===== src/sv/fwts_pkg.sv =====
// Package for the friction wheel and trigger sequencer core.
// Holds register indexes, field widths, reset values and the saturating counter helper.
// No dependencies.
package fwts_pkg;

    localparam int unsigned CountWidth = 16;
    localparam int unsigned ShortWidth = 8;
    localparam int unsigned LongWidth  = 10;
    localparam int unsigned CfgIdxWidth = 2;
    localparam int unsigned CfgDataWidth = LongWidth;

    typedef logic [CountWidth-1:0] count_t;
    typedef logic [ShortWidth-1:0] short_t;
    typedef logic [LongWidth-1:0]  long_t;
    typedef logic [CfgIdxWidth-1:0] cfg_idx_t;
    typedef logic [CfgDataWidth-1:0] cfg_data_t;

    typedef enum logic [CfgIdxWidth-1:0] {
        CFG_LONG_PRESS    = 2'd0,
        CFG_LOCKOUT       = 2'd1,
        CFG_SHOT_INTERVAL = 2'd2,
        CFG_PUSH          = 2'd3
    } cfg_reg_t;

    localparam short_t LONG_PRESS_RST    = 8'd40;
    localparam short_t LOCKOUT_RST       = 8'd200;
    localparam long_t  SHOT_INTERVAL_RST = 10'd100;
    localparam long_t  PUSH_RST          = 10'd20;
    localparam long_t  GAP_TIMER_RST     = 10'd200;
    localparam long_t  PUSH_TIMER_RST    = 10'd20;
    localparam logic signed [1:0] BURST_IDLE = -2'sd1;

    localparam count_t COUNT_MAX = '1;

    function automatic count_t sat_inc(input count_t v);
        count_t r;
        if (v == COUNT_MAX)
        begin
            r = COUNT_MAX;
        end
        else
        begin
            r = v + count_t'(1);
        end
        return r;
    endfunction

endpackage


===== src/sv/friction_wheel_and_trigger_sequencer_core.sv =====
// Friction wheel on/off judge and firing cylinder sequencer, one control tick per transaction.
// Input register, single-pass update logic, and result register.
// Depends on fwts_pkg.
//
//  Channel  | Handshake                 | Payload
//  ---------+---------------------------+---------------------------------------------------
//  in       | in_valid / in_ready       | active_mode, right_button, left_button,
//           |                           | switch_toggled
//  out      | out_valid / out_ready     | wheels_driven, cylinder_extended, shot_done,
//           |                           | feed_advance, switch_consumed
//  cfg      | cfg_we (no wait)          | cfg_index, cfg_data
//
// One transaction is accepted per cycle while in_ready is high; it passes through the input
// register and its result is written to the result register, where it waits until it is taken.
// The input register feeds the state update, which writes the result register in one pass.
// Reset sets the tick state to its reset values and loads the register defaults; no clearing pass.
// A stalled output holds the input register, and in_ready drops only when both stages are full.
module friction_wheel_and_trigger_sequencer_core (
    input  logic                clk,
    input  logic                rst_n,
    input  logic                in_valid,
    output logic                in_ready,
    input  logic                active_mode,
    input  logic                right_button,
    input  logic                left_button,
    input  logic                switch_toggled,
    output logic                out_valid,
    input  logic                out_ready,
    output logic                wheels_driven,
    output logic                cylinder_extended,
    output logic                shot_done,
    output logic                feed_advance,
    output logic                switch_consumed,
    input  logic                cfg_we,
    input  fwts_pkg::cfg_idx_t  cfg_index,
    input  fwts_pkg::cfg_data_t cfg_data
);
    import fwts_pkg::*;

    // Configuration registers
    short_t long_press_reg;
    short_t lockout_cfg_reg;
    long_t  shot_interval_reg;
    long_t  push_cfg_reg;

    // Input stage
    logic s1_valid_reg;
    logic s1_active_reg;
    logic s1_right_reg;
    logic s1_left_reg;
    logic s1_toggle_reg;
    logic s1_move;

    // Tick state
    logic              wheels_on_reg,   wheels_on_next;
    logic              wheel_drive_reg, wheel_drive_next;
    count_t            hold_count_reg,  hold_count_next;
    short_t            lockout_reg,     lockout_next;
    count_t            shots_reg,       shots_next;
    logic signed [1:0] burst_reg,       burst_next;
    logic              last_left_reg,   last_left_next;
    count_t            advances_reg,    advances_next;
    long_t             gap_reg,         gap_next;
    long_t             push_reg,        push_next;
    logic              cyl_reg,         cyl_next;
    logic              done_next;
    logic              feed_next;
    logic              consumed_next;

    // Result register
    logic out_valid_reg;
    logic out_drive_reg;
    logic out_cyl_reg;
    logic out_done_reg;
    logic out_feed_reg;
    logic out_consumed_reg;

    assign s1_move  = s1_valid_reg && (!out_valid_reg || out_ready);
    assign in_ready = !s1_valid_reg || s1_move;

    always_ff @(posedge clk or negedge rst_n)
    begin
        if (!rst_n)
        begin
            long_press_reg    <= LONG_PRESS_RST;
            lockout_cfg_reg   <= LOCKOUT_RST;
            shot_interval_reg <= SHOT_INTERVAL_RST;
            push_cfg_reg      <= PUSH_RST;
        end
        else if (cfg_we)
        begin
            unique case (cfg_reg_t'(cfg_index))
                CFG_LONG_PRESS:    long_press_reg    <= cfg_data[ShortWidth-1:0];
                CFG_LOCKOUT:       lockout_cfg_reg   <= cfg_data[ShortWidth-1:0];
                CFG_SHOT_INTERVAL: shot_interval_reg <= cfg_data;
                CFG_PUSH:          push_cfg_reg      <= cfg_data;
                default:           ;
            endcase
        end
    end

    always_ff @(posedge clk or negedge rst_n)
    begin
        if (!rst_n)
        begin
            s1_valid_reg <= 1'b0;
        end
        else if (in_ready)
        begin
            s1_valid_reg <= in_valid;
        end
    end

    always_ff @(posedge clk)
    begin
        if (in_valid && in_ready)
        begin
            s1_active_reg <= active_mode;
            s1_right_reg  <= right_button;
            s1_left_reg   <= left_button;
            s1_toggle_reg <= switch_toggled;
        end
    end

    // Wheel judge followed by the trigger sequencer, in the order the tick defines.
    always_comb
    begin
        wheels_on_next   = wheels_on_reg;
        wheel_drive_next = wheel_drive_reg;
        hold_count_next  = hold_count_reg;
        lockout_next     = lockout_reg;
        shots_next       = shots_reg;
        burst_next       = burst_reg;
        last_left_next   = last_left_reg;
        advances_next    = advances_reg;
        gap_next         = gap_reg;
        push_next        = push_reg;
        cyl_next         = cyl_reg;
        done_next        = 1'b0;
        feed_next        = 1'b0;
        consumed_next    = 1'b0;

        if (s1_move)
        begin
            if (!s1_active_reg)
            begin
                wheel_drive_next = 1'b0;
            end
            else
            begin
                hold_count_next = s1_right_reg ? sat_inc(hold_count_reg) : '0;
                if (!wheels_on_reg && (lockout_reg == '0))
                begin
                    if (s1_toggle_reg)
                    begin
                        wheels_on_next   = 1'b1;
                        wheel_drive_next = 1'b1;
                        consumed_next    = 1'b1;
                    end
                    if (hold_count_next != '0)
                    begin
                        wheels_on_next   = 1'b1;
                        wheel_drive_next = 1'b1;
                    end
                end
                else if (wheels_on_reg)
                begin
                    if (s1_toggle_reg)
                    begin
                        wheels_on_next   = 1'b0;
                        wheel_drive_next = 1'b0;
                        consumed_next    = 1'b1;
                    end
                    if (hold_count_next > {{(CountWidth-ShortWidth){1'b0}}, long_press_reg})
                    begin
                        wheels_on_next   = 1'b0;
                        wheel_drive_next = 1'b0;
                        lockout_next     = lockout_cfg_reg;
                    end
                end
                // The lockout counts down on the same tick that arms it.
                if (lockout_next != '0)
                begin
                    lockout_next = lockout_next - short_t'(1);
                end

                if (!wheels_on_next)
                begin
                    wheel_drive_next = 1'b0;
                end
                else
                begin
                    if (s1_left_reg)
                    begin
                        shots_next = sat_inc(shots_reg);
                        burst_next = 2'sd0;
                    end
                    if (s1_left_reg && !last_left_reg)
                    begin
                        advances_next = sat_inc(advances_reg);
                    end
                    last_left_next = s1_left_reg;
                    if (gap_next != '0)
                    begin
                        gap_next = gap_next - long_t'(1);
                    end
                    if ((gap_next == '0) && ((shots_next != '0) || (burst_next > 2'sd0)))
                    begin
                        cyl_next = 1'b1;
                        if (push_reg != '0)
                        begin
                            push_next = push_reg - long_t'(1);
                        end
                        else
                        begin
                            push_next = push_cfg_reg;
                            done_next = 1'b1;
                            cyl_next  = 1'b0;
                            if (advances_next != '0)
                            begin
                                feed_next  = 1'b1;
                                burst_next = burst_next + 2'sd1;
                                if (burst_next >= 2'sd1)
                                begin
                                    burst_next = BURST_IDLE;
                                end
                                advances_next = '0;
                            end
                            shots_next = '0;
                            gap_next   = shot_interval_reg;
                        end
                    end
                end
            end
        end
    end

    always_ff @(posedge clk or negedge rst_n)
    begin
        if (!rst_n)
        begin
            wheels_on_reg   <= 1'b0;
            wheel_drive_reg <= 1'b0;
            hold_count_reg  <= '0;
            lockout_reg     <= '0;
            shots_reg       <= '0;
            burst_reg       <= BURST_IDLE;
            last_left_reg   <= 1'b0;
            advances_reg    <= '0;
            gap_reg         <= GAP_TIMER_RST;
            push_reg        <= PUSH_TIMER_RST;
            cyl_reg         <= 1'b0;
        end
        else
        begin
            wheels_on_reg   <= wheels_on_next;
            wheel_drive_reg <= wheel_drive_next;
            hold_count_reg  <= hold_count_next;
            lockout_reg     <= lockout_next;
            shots_reg       <= shots_next;
            burst_reg       <= burst_next;
            last_left_reg   <= last_left_next;
            advances_reg    <= advances_next;
            gap_reg         <= gap_next;
            push_reg        <= push_next;
            cyl_reg         <= cyl_next;
        end
    end

    always_ff @(posedge clk or negedge rst_n)
    begin
        if (!rst_n)
        begin
            out_valid_reg <= 1'b0;
        end
        else if (s1_move)
        begin
            out_valid_reg <= 1'b1;
        end
        else if (out_ready)
        begin
            out_valid_reg <= 1'b0;
        end
    end

    always_ff @(posedge clk)
    begin
        if (s1_move)
        begin
            out_drive_reg    <= wheel_drive_next;
            out_cyl_reg      <= cyl_next;
            out_done_reg     <= done_next;
            out_feed_reg     <= feed_next;
            out_consumed_reg <= consumed_next;
        end
    end

    assign out_valid         = out_valid_reg;
    assign wheels_driven     = out_drive_reg;
    assign cylinder_extended = out_cyl_reg;
    assign shot_done         = out_done_reg;
    assign feed_advance      = out_feed_reg;
    assign switch_consumed   = out_consumed_reg;

`ifndef ASSERT_OFF
    // The drive is only ever on while the wheels are logically on.
    a_drive_needs_wheels: assert property (@(posedge clk) disable iff (!rst_n)
        wheel_drive_reg |-> wheels_on_reg)
        else $error("wheel drive on while wheels are off");

    // A feed pulse only comes with a completed shot.
    a_feed_with_done: assert property (@(posedge clk) disable iff (!rst_n)
        (out_valid_reg && out_feed_reg) |-> out_done_reg)
        else $error("feed advance without shot done");

    // A completed shot always leaves the cylinder retracted.
    a_done_retracts: assert property (@(posedge clk) disable iff (!rst_n)
        (out_valid_reg && out_done_reg) |-> !out_cyl_reg)
        else $error("cylinder still extended on shot done");

    // A stalled result is held until it is taken.
    a_out_hold: assert property (@(posedge clk) disable iff (!rst_n)
        (out_valid_reg && !out_ready) |=> (out_valid_reg && $stable(out_done_reg)
            && $stable(out_cyl_reg) && $stable(out_drive_reg)))
        else $error("result changed while stalled");
`endif

endmodule

===== config.mk =====
export PLATFORM = sky130hd
export DESIGN_NAME = friction_wheel_and_trigger_sequencer_core
export DESIGN_NICKNAME = d
export VERILOG_FILES = /design/src/sv/fwts_pkg.sv /design/src/sv/friction_wheel_and_trigger_sequencer_core.sv
export SDC_FILE = /design/constraint.sdc
export NUM_CORES = 1
export LEC_CHECK = 0
export ABC_AREA = 1
export BUFFER_PORTS_ARGS = -buffer_cell sky130_fd_sc_hd__clkbuf_2
export CELL_PAD_IN_SITES_DETAIL_PLACEMENT = 1
export CELL_PAD_IN_SITES_GLOBAL_PLACEMENT = 1
export CORE_ASPECT_RATIO = 0.75
export CORE_MARGIN = 10
export CORE_UTILIZATION = 50
export DETAILED_ROUTE_END_ITERATION = 10
export PLACE_DENSITY = 0.95
export SLEW_MARGIN = 20
export SYNTH_ARGS = -nofsm -noshare
export SYNTH_HDL_FRONTEND = slang
export SYNTH_SLANG_ARGS = --single-unit

===== constraint.sdc =====
create_clock -name clk -period 9.43 [get_ports clk]
set_input_delay 1.886 -clock clk [delete_from_list [all_inputs] [get_ports clk]]
set_output_delay 1.886 -clock clk [all_outputs]
set_load 0.01 [all_outputs]

==> Word-level counts from Yosys, hierarchy flattened <==
Cells that the tools add are included.
{ "totals": {"ff_bits": 129, "input_bits": 21, "wordCells": 145} }
{ "op_classes": {"n_addsub": 7, "n_lt_le_gt_ge": 3, "n_eq_ne": 6, "n_mux": 69, "bitwise_logic": 3, "reduce_logical": 31} }
{ "op_table": {"columns": ["cell", "n"], "rows": [
  ["16-bit two-way mux", 19],
  ["10-bit two-way mux", 7],
  ["16-bit by 1-bit adder with 16-bit output, second input constant", 3],
  ["16-bit equality test, second input constant", 3],
  ["8-bit two-way mux", 6],
  ["16-bit nonzero test", 3],
  ["1-bit two-way mux", 29],
  ["10-bit nonzero test", 2],
  ["10-bit by 1-bit subtractor with 10-bit output, second input constant", 2],
  ["16-bit by 8-bit greater-than comparator with 1-bit output", 1],
  ["2-bit two-way mux", 8],
  ["10-bit logical NOT", 1],
  ["2-bit AND reduction", 5],
  ["8-bit logical NOT", 1],
  ["8-bit nonzero test", 1],
  ["8-bit by 1-bit subtractor with 8-bit output, second input constant", 1],
  ["3-bit AND reduction", 2],
  ["1-bit logical AND", 5],
  ["2-bit equality test, second input constant", 2],
  ["1-bit logical NOT", 4],
  ["4-bit AND reduction", 1],
  ["4-bit OR reduction", 1],
  ["1-bit logical OR", 3],
  ["1-bit NOT", 3],
  ["6 further kinds", 6]
]} }

==> Depth between registers and ports, before layout <==
Gate-level depths: netlist of the first run.
{ "depth": {"depth_word": 21, "depth_mapped": 29, "mapped_depth_nobuf": 28} }

==> Least setup slack after synthesis of the first run <==
Ideal clock, no wire load.
{ "synth_path": {"path_type": "input-to-output", "from": "input out_ready", "to": "output in_ready", "t_arrival_ps": 2070, "setup_slack_ps": 5474, "path_stages": 2, "cell_sequence": "inv_1 -> nand3_1"} }
{ "synth_between": {"elab_chain_cells": 3} }
{ "synth_rtl": {"columns": ["item", "line_no", "rtl"], "rows": [
  ["start: declaration", "friction_wheel_and_trigger_sequencer_core.sv:28", "input logic out_ready,"],
  ["1-bit logical OR", "friction_wheel_and_trigger_sequencer_core.sv:78", "assign s1_move = s1_valid_reg && (!out_valid_reg || out_ready);"],
  ["1-bit logical AND", "friction_wheel_and_trigger_sequencer_core.sv:78", null],
  ["1-bit logical OR", "friction_wheel_and_trigger_sequencer_core.sv:79", "assign in_ready = !s1_valid_reg || s1_move;"],
  ["end: declaration", "friction_wheel_and_trigger_sequencer_core.sv:22", "output logic in_ready,"]
]} }
No other way between the ends.

==> Final worst setup path of the first run <==
{ "layout_path": {"from": "register hold_count_reg[0]", "to": "register out_cyl_reg, in the netlist cylinder_extended (data pin)"} }
{ "layout_between": {"elab_chain_cells": 14, "elab_cells_between_ends": 17, "classes_between": "add/sub (1); order compare (1); eq/ne (1); mux (13); reduce/logical (1)"} }
{ "layout_rtl": {"columns": ["item", "line_no", "rtl"], "rows": [
  ["start: declaration", "friction_wheel_and_trigger_sequencer_core.sv:57", "count_t hold_count_reg, hold_count_next;"],
  ["start signal: assignment", "friction_wheel_and_trigger_sequencer_core.sv:258", "hold_count_reg <= hold_count_next;"],
  ["16-bit by 1-bit adder with 16-bit output / 16-bit equality test (equally long branches)", "fwts_pkg.sv:43, fwts_pkg.sv:37", null],
  ["16-bit two-way mux (*)", "fwts_pkg.sv:37", "if (v == COUNT_MAX)"],
  ["16-bit two-way mux (*)", "friction_wheel_and_trigger_sequencer_core.sv:145", "if (!s1_active_reg)"],
  ["16-bit two-way mux (*)", "friction_wheel_and_trigger_sequencer_core.sv:143", "if (s1_move)"],
  ["16-bit two-way mux (*)", "friction_wheel_and_trigger_sequencer_core.sv:151", "hold_count_next = s1_right_reg ? sat_inc(hold_count_reg) : '0;"],
  ["16-bit by 8-bit greater-than comparator with 1-bit output", "friction_wheel_and_trigger_sequencer_core.sv:174", "if (hold_count_next > {{(CountWidth-ShortWidth){1'b0}}, long_press_reg})"],
  ["1-bit two-way mux", "friction_wheel_and_trigger_sequencer_core.sv:174", null],
  ["1-bit two-way mux", "friction_wheel_and_trigger_sequencer_core.sv:166", "else if (wheels_on_reg)"],
  ["1-bit two-way mux (*)", "friction_wheel_and_trigger_sequencer_core.sv:152", "if (!wheels_on_reg && (lockout_reg == '0))"],
  ["1-bit two-way mux (*)", "friction_wheel_and_trigger_sequencer_core.sv:145", null],
  ["1-bit two-way mux (*)", "friction_wheel_and_trigger_sequencer_core.sv:143", null],
  ["1-bit two-way mux (*)", "friction_wheel_and_trigger_sequencer_core.sv:187", "if (!wheels_on_next)"],
  ["1-bit two-way mux (*)", "friction_wheel_and_trigger_sequencer_core.sv:145", null],
  ["1-bit two-way mux (*)", "friction_wheel_and_trigger_sequencer_core.sv:143", null],
  ["named net cyl_next", "friction_wheel_and_trigger_sequencer_core.sv:65", "logic cyl_reg, cyl_next;"],
  ["end signal: assignment", "friction_wheel_and_trigger_sequencer_core.sv:291", "out_cyl_reg <= cyl_next;"],
  ["end: declaration", "friction_wheel_and_trigger_sequencer_core.sv:73", "logic out_cyl_reg;"]
]} }
The timed path passes the listed nets; every way through them passes the cells marked *. The select of a mux whose other input is x is not followed.
A chain may end at the register's enable or synchronous reset.

==> flow_metrics.env, run 1 <==
export IMPL_timing_critical_path_mode_cell="sky130_fd_sc_hd__nand2_1"
export IMPL_timing_final_ws_setup_ps=4130
export IMPL_floorplan_initialDensity_pct=51.2
export IMPL_drt_pass1_iterations=5
export IMPL_most_frequent_cell_after_synthesis="sky130_fd_sc_hd__nand2_1"
export IMPL_synthesis_yosys_warnings=0
export IMPL_outcome="finished, final reports clean"
export IMPL_tritoncts="done"
export IMPL_critical_path_arrival_ps=5490
export IMPL_ys_dominant_reg_cell="sky130_fd_sc_hd__dfrtp_1"
export IMPL_power_share_clock_pct=29.0
export IMPL_detailroute_via_count=7807
export IMPL_grt_pass1_vias=8009
export IMPL_timing_final_crit_share_pct=56.2
export IMPL_fmaxAchievable_ghz=0.189
export IMPL_setup_worst_path_class="flop to flop"
export IMPL_port_buffer_count=27
export IMPL_grt_setup_unrepaired="no"
export IMPL_avgViaCountPerCell=5.88
export IMPL_critPathMaxFanout=55
export IMPL_avgSynthCellArea_sq_um=7.17
export IMPL_die_x_microns=164
export IMPL_drtIter0Drc=701
export IMPL_area_of_the_die_sq_um=21100
export IMPL_number_of_enable_type_register_cells_in_the_synthesized_netlist=9
export IMPL_comb_power_share_pct=35.4
export IMPL_synthesis_area_sq_um=7830
export IMPL_p_int_uw=1330
export IMPL_clock_tree_htree_level_count=4
export IMPL_crit_path_max_incr_delay_ps=610
export IMPL_p_total_uw=2300
export IMPL_maximum_number_of_pins_on_one_net_before_global_route_repair=73
export IMPL_clock_skew_final_ps=8.92
export IMPL_clkSinkCount=129
export IMPL_clock_tree_root_cell="sky130_fd_sc_hd__clkbuf_16"
export IMPL_seq_power_share_pct=35.6
export IMPL_yosysTopAreaCellShare_pct=32.9
export IMPL_crit_buf_inv=4
export IMPL_core_area_sq_um=15300
export IMPL_synthToLayoutAreaGrowth_pct=10.6
export IMPL_global_route_wire_length_before_repair_microns=42400
export IMPL_dieHeight_microns=128
export IMPL_num_antenna_cells=0
export IMPL_synth_seq_cells=129
export IMPL_cp_cell_sequence="ha_1 -> nand3_2 -> inv_2 -> nand2_1 -> nor2_1 -> nand2_1 -> inv_1 -> o21ai_0 -> inv_1 -> ha_1 -> a21oi_1 -> o211ai_1 -> nand2_1 -> o211ai_1 -> nand2_1 -> nand3_2 -> o21ai_1 -> nand2_2 -> nor2_8 -> inv_2 -> nor2_4 -> a21oi_1"
export IMPL_post_place_cells=1297
export IMPL_cp_top_family="simple AND/OR/NAND/NOR gates"
export IMPL_critical_path_endpoint="cylinder_extended"
export IMPL_timing_hold_worst_class="flop to flop"
export IMPL_cts_post_setup_buffers_inserted=0
export IMPL_p_leak_uw=0.00437
export IMPL_power_density_nw_per_um2=266
export IMPL_synth_cells=1092
export IMPL_critical_path_required_ps=9610
export IMPL_post_route_cells_drive_above_1_share_pct=9.44
export IMPL_tightestPinTransition_ps=991
export IMPL_drt_antenna_violating_nets=0
export IMPL_slowest_stage="sky130_fd_sc_hd__nor2_8"
export IMPL_route_detailed_drc=0
export IMPL_synth_net_count=1128
export IMPL_worst_skew_pair_late_latency_ps=450
export IMPL_detailedPlacementHpwl_microns=17300
export IMPL_ys_seq_area_share_pct=42.1
export IMPL_core_rowCount=39
export IMPL_hold_buffer_count_at_cts=0
export IMPL_regToRegEndpoint="cylinder_extended"
export IMPL_numnets_final=1147
export IMPL_worst_path_stages=22
export IMPL_register_to_register_path_setup_slack_ps=4130
export IMPL_antenna_found_initial=0
export IMPL_cp_end_kind="flop"
export IMPL_final_period_minus_worst_setup_slack_ps=5300
export IMPL_gpl_final_weighted_congestion=0.866
export IMPL_cp_startpoint="hold_count_reg[0]"
export IMPL_cts_repair_resized=0
export IMPL_clk_path_buf_depth=2
export IMPL_max_vdd_ir_drop_uv=164
export IMPL_ff2ff_path_depth=22
export IMPL_stdcell_count=1328
export IMPL_worst_setup_hold_path_clk_slew_ps=60
export IMPL_async_reset_ff_share_pct=93.0
export IMPL_slew_headroom_pct=33.9
export IMPL_timing_setup_tns_ps=0
export IMPL_worst_setup_start_kind="flop"
export IMPL_num_io_pins=28
export IMPL_synth_area_top_cells="sky130_fd_sc_hd__dfrtp_1 33%, sky130_fd_sc_hd__nand2_1 16%, sky130_fd_sc_hd__o21ai_0 6.4%"
export IMPL_hold_viol=0
export IMPL_grt_remaining_overflow=0
export IMPL_cts_inserted_buffers=17
export IMPL_rr_startpoint="hold_count_reg[0]"
export IMPL_netSwitchingPower_uw=968
export IMPL_synth_top_area_cell="sky130_fd_sc_hd__dfrtp_1"
export IMPL_synth_cells_most_frequent="326 x sky130_fd_sc_hd__nand2_1, 131 x sky130_fd_sc_hd__inv_1, 107 x sky130_fd_sc_hd__nor2_1, 103 x sky130_fd_sc_hd__dfrtp_1, 100 x sky130_fd_sc_hd__o21ai_0"
export IMPL_dp_slack_ps=4420
export IMPL_max_cap_violations=0
export IMPL_wire_per_inst_microns=19.8
export IMPL_sw_frac_of_total_pct=42.1
export IMPL_finalWirelength_microns=26300
export IMPL_timing_final_max_slew_violations=0
export IMPL_layout_core_utilization_pct=56.7
export IMPL_final_setup_violations=0
export IMPL_synth_lib_cells_used_distinct=43
export IMPL_grtUsageTotal_pct=25.3
per-stage QoR:
step	hold WS, ps	instance area, sq um
3_3_place_gp	458	8080
2_1_floorplan	444	7830
3_5_place_dp	473	8080
4_1_cts	489	8650
6_report	485	8650
5_1_grt	514	8650
layout by cell type (no fill, tap or decap), types with 7 or more instances in the layout:
cell,synthesis,layout
sky130_fd_sc_hd__nand2_1,326,326
sky130_fd_sc_hd__nand4_1,19,19
sky130_fd_sc_hd__dfrtp_1,103,103
sky130_fd_sc_hd__clkbuf_2,0,26
sky130_fd_sc_hd__inv_2,7,7
sky130_fd_sc_hd__o21ai_1,15,15
sky130_fd_sc_hd__a21oi_1,16,16
sky130_fd_sc_hd__dfstp_2,17,17
sky130_fd_sc_hd__nand3b_1,13,13
sky130_fd_sc_hd__xor2_1,25,25
sky130_fd_sc_hd__inv_1,131,131
sky130_fd_sc_hd__o21ai_0,100,100
sky130_fd_sc_hd__nor3_1,20,20
sky130_fd_sc_hd__ha_1,15,15
sky130_fd_sc_hd__nand3_1,90,90
sky130_fd_sc_hd__clkbuf_16,0,17
sky130_fd_sc_hd__nor2_1,107,107
sky130_fd_sc_hd__edfxtp_1,9,9
worst min-delay path, stage by stage (launching register included):
cell,delay (ps)
sky130_fd_sc_hd__dfrtp_1,350
sky130_fd_sc_hd__nand2_1,60
sky130_fd_sc_hd__nand2_1,50
how the worst min path moves through the flow:
stage / start / end / cells after the start / slack, ps
2_1_floorplan: lockout_cfg_reg[1] / lockout_cfg_reg[1] / 2 / 440
3_3_place_gp: lockout_cfg_reg[1] / lockout_cfg_reg[1] / 2 / 460
3_5_place_dp: lockout_reg[5] / lockout_reg[5] / 2 / 470
4_1_cts: lockout_cfg_reg[5] / lockout_cfg_reg[5] / 2 / 490
5_1_grt: burst_reg[0] / burst_reg[0] / 2 / 510
6_report: lockout_reg[5] / lockout_reg[5] / 2 / 480
power groups by stage:
stage          clock [uW]  sequential [uW]  combinational (uW)
6_report              667              818                 815
5_1_grt               687              831                 917
4_1_cts               668              813                 803
3_5_place_dp            0              814                 770
3_3_place_gp            0              808                 722
2_1_floorplan           0              769                 584
final cells by class:
type                    count  area (sq um)
clock inverters             9          80.1
multi-input cells         794          3850
flip-flops and latches    129          3290
clock buffers              22           494
repair buffers             29           153
well taps                 205           256
fillers                  1989          6620
inverters                 140           526
cells by family (layout without fill, tap and decap cells):
logic type / Yosys count / count (layout) / synth area share, %
adders and majority gates: 15 / 15 / 2.40
and+or+nand+nor: 603 / 603 / 33.7
buffers and inverters: 169 / 200 / 8.68
DFF: 129 / 129 / 42.1
xor gates and xnor gates: 30 / 30 / 3.36
AOI/OAI and AO/OA: 146 / 146 / 9.77
layer usage:
layer  routed length [microns]  track usage (%)
met2                     12300             40.2
met3                      1790             6.05
met5                         0                0
met1                     11800             33.6
met4                       491             8.00
Note: power is estimated with default switching activity, not from simulation.
==> inputs of run 2 (changes only) <==
Settings changed: CORE_UTILIZATION 50 to 46, PLACE_DENSITY 0.95 to 0.89.
Clock period 9.43 ns to 5.6 ns, I/O delays scaled along.
==> run 2 against run 1 <==
Compared with the run above: via count fell by 4.7%; global-route usage fell by 3.2 points; fmax rose by 15%; clock power rose by 83%; highest routed layer unchanged; largest cell class unchanged; clock-buffer cell count fell by 3; sequential share of layout area fell by 0.44 points; hold slack got worse by 1.9 ps; routed wire length fell by 8.7%; design area rose by 1.2%.
==> flow_metrics.env, run 2 (synthesis results as in run 1) <==
export IMPL_outcome="finished, final reports clean"
export IMPL_most_common_layout_cells="326 x sky130_fd_sc_hd__nand2_1, 131 x sky130_fd_sc_hd__inv_1, 107 x sky130_fd_sc_hd__nor2_1"
export IMPL_die_x_microns=171
export IMPL_worst_setup_start_kind="flop"
export IMPL_critPathMaxFanout=29
export IMPL_p_leak_uw=0.00441
export IMPL_max_cap_violations=0
export IMPL_final_setup_violations=0
export IMPL_timing_final_max_slew_violations=0
export IMPL_detailroute_via_count=7443
export IMPL_post_route_cells_drive_above_1_share_pct=9.76
export IMPL_worst_setup_hold_path_clk_slew_ps=60
export IMPL_maximum_number_of_pins_on_one_net_before_global_route_repair=61
export IMPL_hold_path_depth=2
export IMPL_grt_pass1_vias=7836
export IMPL_cts_inserted_buffers=17
export IMPL_grt_setup_unrepaired="no"
export IMPL_core_area_sq_um=16800
export IMPL_launch_instance_of_the_worst_min_delay_path="burst_reg[0]"
export IMPL_clk_path_buf_depth=2
export IMPL_num_antenna_cells=0
export IMPL_core_rowCount=41
export IMPL_gpl_final_weighted_congestion=0.881
export IMPL_timing_hold_worst_class="flop to flop"
export IMPL_power_share_clock_pct=31.1
export IMPL_clock_tree_htree_level_count=4
export IMPL_finalWirelength_microns=24000
export IMPL_power_density_nw_per_um2=448
export IMPL_cts_repair_resized=0
export IMPL_netSwitchingPower_uw=1600
export IMPL_numnets_final=1150
export IMPL_ff2ff_path_depth=22
export IMPL_critical_path_required_ps=5780
export IMPL_layout_cells_most_common="sky130_fd_sc_hd__nand2_1"
export IMPL_detailedPlacementHpwl_microns=17200
export IMPL_synthToLayoutAreaGrowth_pct=11.9
export IMPL_cp_end_kind="flop"
export IMPL_regToRegEndpoint="cylinder_extended"
export IMPL_cts_post_setup_buffers_inserted=0
export IMPL_num_io_pins=28
export IMPL_dieHeight_microns=133
export IMPL_seq_power_share_pct=34.7
export IMPL_register_to_register_path_setup_slack_ps=1010
export IMPL_comb_power_share_pct=34.1
export IMPL_max_vdd_ir_drop_uv=283
export IMPL_post_place_cell_area_sq_um=8120
export IMPL_drt_antenna_violating_nets=0
export IMPL_min_delay_worst_endpoint="burst_reg[0]"
export IMPL_clock_skew_final_ps=11.7
export IMPL_fmaxAchievable_ghz=0.218
export IMPL_tightestPinTransition_ps=815
export IMPL_grt_remaining_overflow=0
export IMPL_wire_per_inst_microns=17.9
export IMPL_grtUsageTotal_pct=22.1
export IMPL_drt_pass1_iterations=5
export IMPL_final_design_area_no_fill_sq_um=8750
export IMPL_hold_buffer_count_at_cts=0
export IMPL_drtIter0Drc=519
export IMPL_hold_viol=0
export IMPL_tritoncts="done"
export IMPL_critical_path_arrival_ps=4770
export IMPL_area_of_the_die_sq_um=22700
export IMPL_floorplan_initialDensity_pct=46.6
export IMPL_timing_final_crit_share_pct=82.0
export IMPL_route_detailed_drc=0
export IMPL_p_int_uw=2330
export IMPL_port_buffer_count=27
export IMPL_cp_startpoint="hold_count_reg[0]"
export IMPL_sw_frac_of_total_pct=40.7
export IMPL_setup_worst_path_class="flop to flop"
export IMPL_global_route_wire_length_before_repair_microns=40600
export IMPL_worst_skew_pair_late_latency_ps=450
export IMPL_clkSinkCount=129
export IMPL_rr_startpoint="hold_count_reg[0]"
export IMPL_timing_setup_tns_ps=0
export IMPL_final_period_minus_worst_setup_slack_ps=4590
export IMPL_slew_headroom_pct=45.6
export IMPL_clock_tree_root_cell="sky130_fd_sc_hd__clkbuf_16"
export IMPL_avgViaCountPerCell=5.55
export IMPL_antenna_found_initial=0
[run 2: changes by cell type in the layout (fill, tap and decap cells not counted), sizes merged]
cell	before	now
buf	3	6
bufinv	1	3
clkbuf	48	45
inv	139	141
[run 2: worst max-delay path by stage]
stage                                   end  slack (ps)  cells after the start
after floorplan              lockout_reg[2]        2200                     29
after global placement    cylinder_extended        1470                     22
after detailed placement  cylinder_extended        1150                     22
after CTS                 cylinder_extended        1050                     22
after global routing      cylinder_extended         610                     22
final                     cylinder_extended        1010                     22
[run 2: cell type report]
class	count	area, sq um
clock buffer	19	464
inverter	140	526
tap	215	269
sequential	129	3290
fill	2189	8020
multi-input combinational	794	3850
clock inverter	13	175
timing repair buffer	32	175
[run 2: routing by layer]
layer | share of wire, % | vias to the layer above | GRT usage, %
li1 | - | 3563 | -
met1 | 48 | 3719 | 30.5
met2 | 46 | 130 | 34.2
met3 | 4.3 | 31 | 4.28
met4 | 1.5 | 0 | 6.81
met5 | 0 | - | 0
[run 2: stage by stage]
| step | instances | worst slack [ps] | util (%) | hold slack (ps) | total power, uW |
|---|---|---|---|---|---|
| after floorplan | 1092 | 2200 | - | 444 | 2280 |
| after global placement | 1310 | 1470 | 48.4 | 462 | 2590 |
| after detailed placement | 1310 | 1150 | 48.4 | 474 | 2660 |
| after CTS | 1342 | 1050 | 52.2 | 486 | 3930 |
| after global routing | 1342 | 605 | 52.2 | 511 | 4190 |
| final | 1342 | 1010 | 52.2 | 483 | 3920 |
[run 2: critical path, stage by stage, from the launching register on]
cell and delay (ps):
sky130_fd_sc_hd__dfrtp_1 450, sky130_fd_sc_hd__ha_1 280, sky130_fd_sc_hd__nand3_2 120, sky130_fd_sc_hd__inv_2 60
sky130_fd_sc_hd__nand2_1 110, sky130_fd_sc_hd__nor2_1 70, sky130_fd_sc_hd__nand2_1 130, sky130_fd_sc_hd__inv_1 110
sky130_fd_sc_hd__o21ai_0 310, sky130_fd_sc_hd__inv_1 110, sky130_fd_sc_hd__ha_1 330, sky130_fd_sc_hd__a21oi_1 150
sky130_fd_sc_hd__o211ai_1 120, sky130_fd_sc_hd__nand2_1 80, sky130_fd_sc_hd__o211ai_1 80, sky130_fd_sc_hd__nand2_1 80
sky130_fd_sc_hd__nand3_2 270, sky130_fd_sc_hd__o21ai_1 300, sky130_fd_sc_hd__nand2_2 150, sky130_fd_sc_hd__nor2_8 330
sky130_fd_sc_hd__inv_2 340, sky130_fd_sc_hd__nor2_4 270, sky130_fd_sc_hd__a21oi_1 80
[run 2: power groups by stage]
stage | clock network (uW) | registers (uW) | logic, uW
2_1_floorplan | 0 | 1290 | 983
6_report | 1220 | 1360 | 1340
3_5_place_dp | 0 | 1370 | 1290
3_3_place_gp | 0 | 1360 | 1230
5_1_grt | 1280 | 1390 | 1520
4_1_cts | 1230 | 1360 | 1330
==> inputs of run 3 (changes only) <==
Settings changed: ABC_AREA 1 to 0, CORE_UTILIZATION 46 to 49, PLACE_DENSITY 0.89 to 0.9.
Clock period 5.6 ns to 4.3 ns, I/O delays scaled along.
==> run 3 against run 2 <==
Compared with the run above: the run now ends with negative setup slack left; sequential power up 18%; die area decreased by 0.67%; worst setup slack worse by 1200 ps.
==> flow_metrics.env, run 3 <==
export IMPL_clkSinkCount=129
export IMPL_p_int_uw=2640
export IMPL_routedLengthMet1_microns=13000
export IMPL_worst_skew_pair_late_latency_ps=450
export IMPL_maximum_number_of_pins_on_one_net_before_global_route_repair=73
export IMPL_clock_skew_final_ps=22.4
export IMPL_grt_pass1_vias=8360
export IMPL_floorplan_initialDensity_pct=49.6
export IMPL_worst_setup_start_kind="flop"
export IMPL_timing_hold_ws_ps=533
export IMPL_async_reset_ff_share_pct=93.0
export IMPL_synth_lib_cells_used_distinct=78
export IMPL_clock_tree_root_cell="sky130_fd_sc_hd__clkbuf_16"
export IMPL_critPathMaxFanout=4
export IMPL_comb_power_share_pct=21.4
export IMPL_synth_top_area_cell="sky130_fd_sc_hd__dfrtp_1"
export IMPL_p_leak_uw=0.00426
export IMPL_drt_antenna_violating_nets=0
export IMPL_timing_hold_worst_class="flop to flop"
export IMPL_num_io_pins=28
export IMPL_grtUsageTotal_pct=25.4
export IMPL_tightestPinTransition_ps=1010
export IMPL_timing_final_max_slew_violations=0
export IMPL_timing_final_crit_share_pct=105
export IMPL_ys_seq_area_share_pct=39.8
export IMPL_critical_path_required_ps=4690
export IMPL_cp_cell_sequence="ha_4 -> nand3_1 -> or4_4 -> a21oi_1 -> ha_1 -> nand4_1 -> nand3_1 -> o21ai_2 -> o221ai_2 -> o31a_1 -> mux2i_2 -> buf_4 -> ha_4 -> nand2b_1 -> or2_4 -> nor3_2 -> a31oi_1 -> nor3_1 -> a211o_1"
export IMPL_most_frequent_cell_after_synthesis="sky130_fd_sc_hd__dfrtp_1"
export IMPL_area_of_the_die_sq_um=22500
export IMPL_critical_path_arrival_ps=4910
export IMPL_max_cap_violations=0
export IMPL_crit_buf_inv=1
export IMPL_cts_inserted_buffers=17
export IMPL_number_of_enable_type_register_cells_in_the_synthesized_netlist=9
export IMPL_wire_per_inst_microns=26.0
export IMPL_synthToLayoutAreaGrowth_pct=19.0
export IMPL_slew_headroom_pct=32.5
export IMPL_clk_path_buf_depth=2
export IMPL_outcome="finished, violations left"
export IMPL_detailedPlacementHpwl_microns=19000
export IMPL_avgViaCountPerCell=6.99
export IMPL_synthesis_area_sq_um=8270
export IMPL_synth_cells=923
export IMPL_core_rowCount=41
export IMPL_num_antenna_cells=0
export IMPL_antenna_found_initial=0
export IMPL_port_buffer_count=27
export IMPL_crit_path_max_incr_delay_ps=570
export IMPL_cp_end_kind="flop"
export IMPL_cp_top_family="simple AND/OR/NAND/NOR gates"
export IMPL_hold_viol=0
export IMPL_sw_frac_of_total_pct=34.4
export IMPL_power_density_nw_per_um2=408
export IMPL_clock_tree_htree_level_count=4
export IMPL_drt_pass1_iterations=6
export IMPL_most_common_layout_cells="100 x sky130_fd_sc_hd__dfrtp_1, 87 x sky130_fd_sc_hd__nand2_1, 77 x sky130_fd_sc_hd__buf_4"
export IMPL_yosysTopAreaCellShare_pct=31.2
export IMPL_tritoncts="done"
export IMPL_topRoutingLayerUsed="met4"
export IMPL_synth_net_count=959
export IMPL_setup_worst_path_class="flop to flop"
export IMPL_finalWirelength_microns=31500
export IMPL_synthesis_yosys_warnings=0
export IMPL_failing_checks="negative setup slack"
export IMPL_final_setup_violations=47
export IMPL_max_vdd_ir_drop_uv=231
export IMPL_met3_wire_len_microns=2820
export IMPL_numnets_final=1023
export IMPL_grt_remaining_overflow=0
export IMPL_slowest_stage="sky130_fd_sc_hd__or4_4"
export IMPL_route_detailed_drc=0
export IMPL_worst_setup_hold_path_clk_slew_ps=80
export IMPL_layout_cells_most_common="sky130_fd_sc_hd__dfrtp_1"
export IMPL_avgSynthCellArea_sq_um=8.96
export IMPL_core_area_sq_um=16700
export IMPL_netSwitchingPower_uw=1380
export IMPL_ys_dominant_reg_cell="sky130_fd_sc_hd__dfrtp_1"
export IMPL_seq_power_share_pct=40.0
export IMPL_timing_setup_tns_ps=-3080
export IMPL_detailroute_via_count=8490
export IMPL_gpl_final_weighted_congestion=0.924
export IMPL_synth_cells_most_frequent="103 x sky130_fd_sc_hd__dfrtp_1, 89 x sky130_fd_sc_hd__nand2_1, 60 x sky130_fd_sc_hd__a21oi_1, 56 x sky130_fd_sc_hd__nor2_1, 44 x sky130_fd_sc_hd__nand3_1"
export IMPL_dieHeight_microns=133
export IMPL_post_route_cells_drive_above_1_share_pct=25.2
export IMPL_synth_seq_cells=129
export IMPL_fmaxAchievable_ghz=0.221
export IMPL_final_period_minus_worst_setup_slack_ps=4520
export IMPL_die_x_microns=170
export IMPL_power_share_clock_pct=38.5
export IMPL_synth_area_top_cells="sky130_fd_sc_hd__dfrtp_1 31%, sky130_fd_sc_hd__mux2_2 5.7%, sky130_fd_sc_hd__dfstp_2 5.4%"
export IMPL_timing_final_ws_setup_ps=-219
export IMPL_drtIter0Drc=1126
export IMPL_met2WireLength_microns=14400
export IMPL_global_route_wire_length_before_repair_microns=46200
-- run 3: power by group through the flow --
| stage | combinational (uW) | sequential [uW] | clock (uW) |
|---|---|---|---|
| after floorplan | 467 | 1500 | 0 |
| after global placement | 649 | 1560 | 0 |
| after detailed placement | 693 | 1580 | 0 |
| after CTS | 724 | 1570 | 1530 |
| after global routing | 925 | 1620 | 1610 |
| final | 861 | 1610 | 1550 |
-- run 3: final cells by class --
cell class / instances / area (sq um)
Clock buffer: 18 / 429
Clock inverter: 14 / 166
Fill cell: 1878 / 6830
Inverter: 37 / 139
Multi-Input combinational cell: 694 / 4750
Sequential cell: 129 / 3300
Tap cell: 215 / 269
Timing Repair Buffer: 108 / 791
-- run 3: timing repair --
action | CTS | global route
hold buffers | 0 | 0
gates cloned | 0 | 0
gates resized for setup | 6 | 33
hold endpoints to repair | 0 | 0
setup buffers | 3 | 13
pin swaps | 4 | 18
endpoints found under the setup margin | 70 | 70
-- run 3: through the flow --
step	power, uW	area, sq um	instances	worst slack, ps	utilization, %
finish	4020	9840	1215	-219	59.0
global route	4150	9840	1215	-315	59.0
CTS	3820	9590	1202	12.5	57.5
detailed placement	2270	8950	1167	-199	53.7
global placement	2210	8950	1167	142	53.7
floorplan	1970	8280	923	5.96	-
-- run 3: worst paths after layout --
check                                  start                    to  slack (ps)  cells past startpoint
setup reg to reg           hold_count_reg[1]        lockout_reg[4]        -220                     19
max in group asynchronous              rst_n  shot_interval_reg[5]        2860                      2
min in group asynchronous              rst_n      advances_reg[11]         570                      1
hold / removal                  s1_valid_reg             out_valid         530                      1
hold reg to reg                 s1_valid_reg             out_valid         530                      1
setup / recovery           hold_count_reg[1]        lockout_reg[4]        -220                     19
-- run 3: kinds of logic after synthesis --
family                   after synthesis  synth area share [%]
AO/OA/AOI/OAI                        245                  20.0
XOR/XNOR                              23                  2.44
adder cells (fa/ha/maj)               15                  2.27
buffers and inverters                100                  5.08
flip-flops                           129                  39.8
multiplexers                          52                  6.96
AND/OR/NAND/NOR                      359                  23.4
-- run 3: metal layers --
layer	global-route usage, %	vias to the layer above
met5	0	-
met4	8.75	0
met3	5.53	129
met2	38.8	506
met1	34.8	4241
li1	-	3614
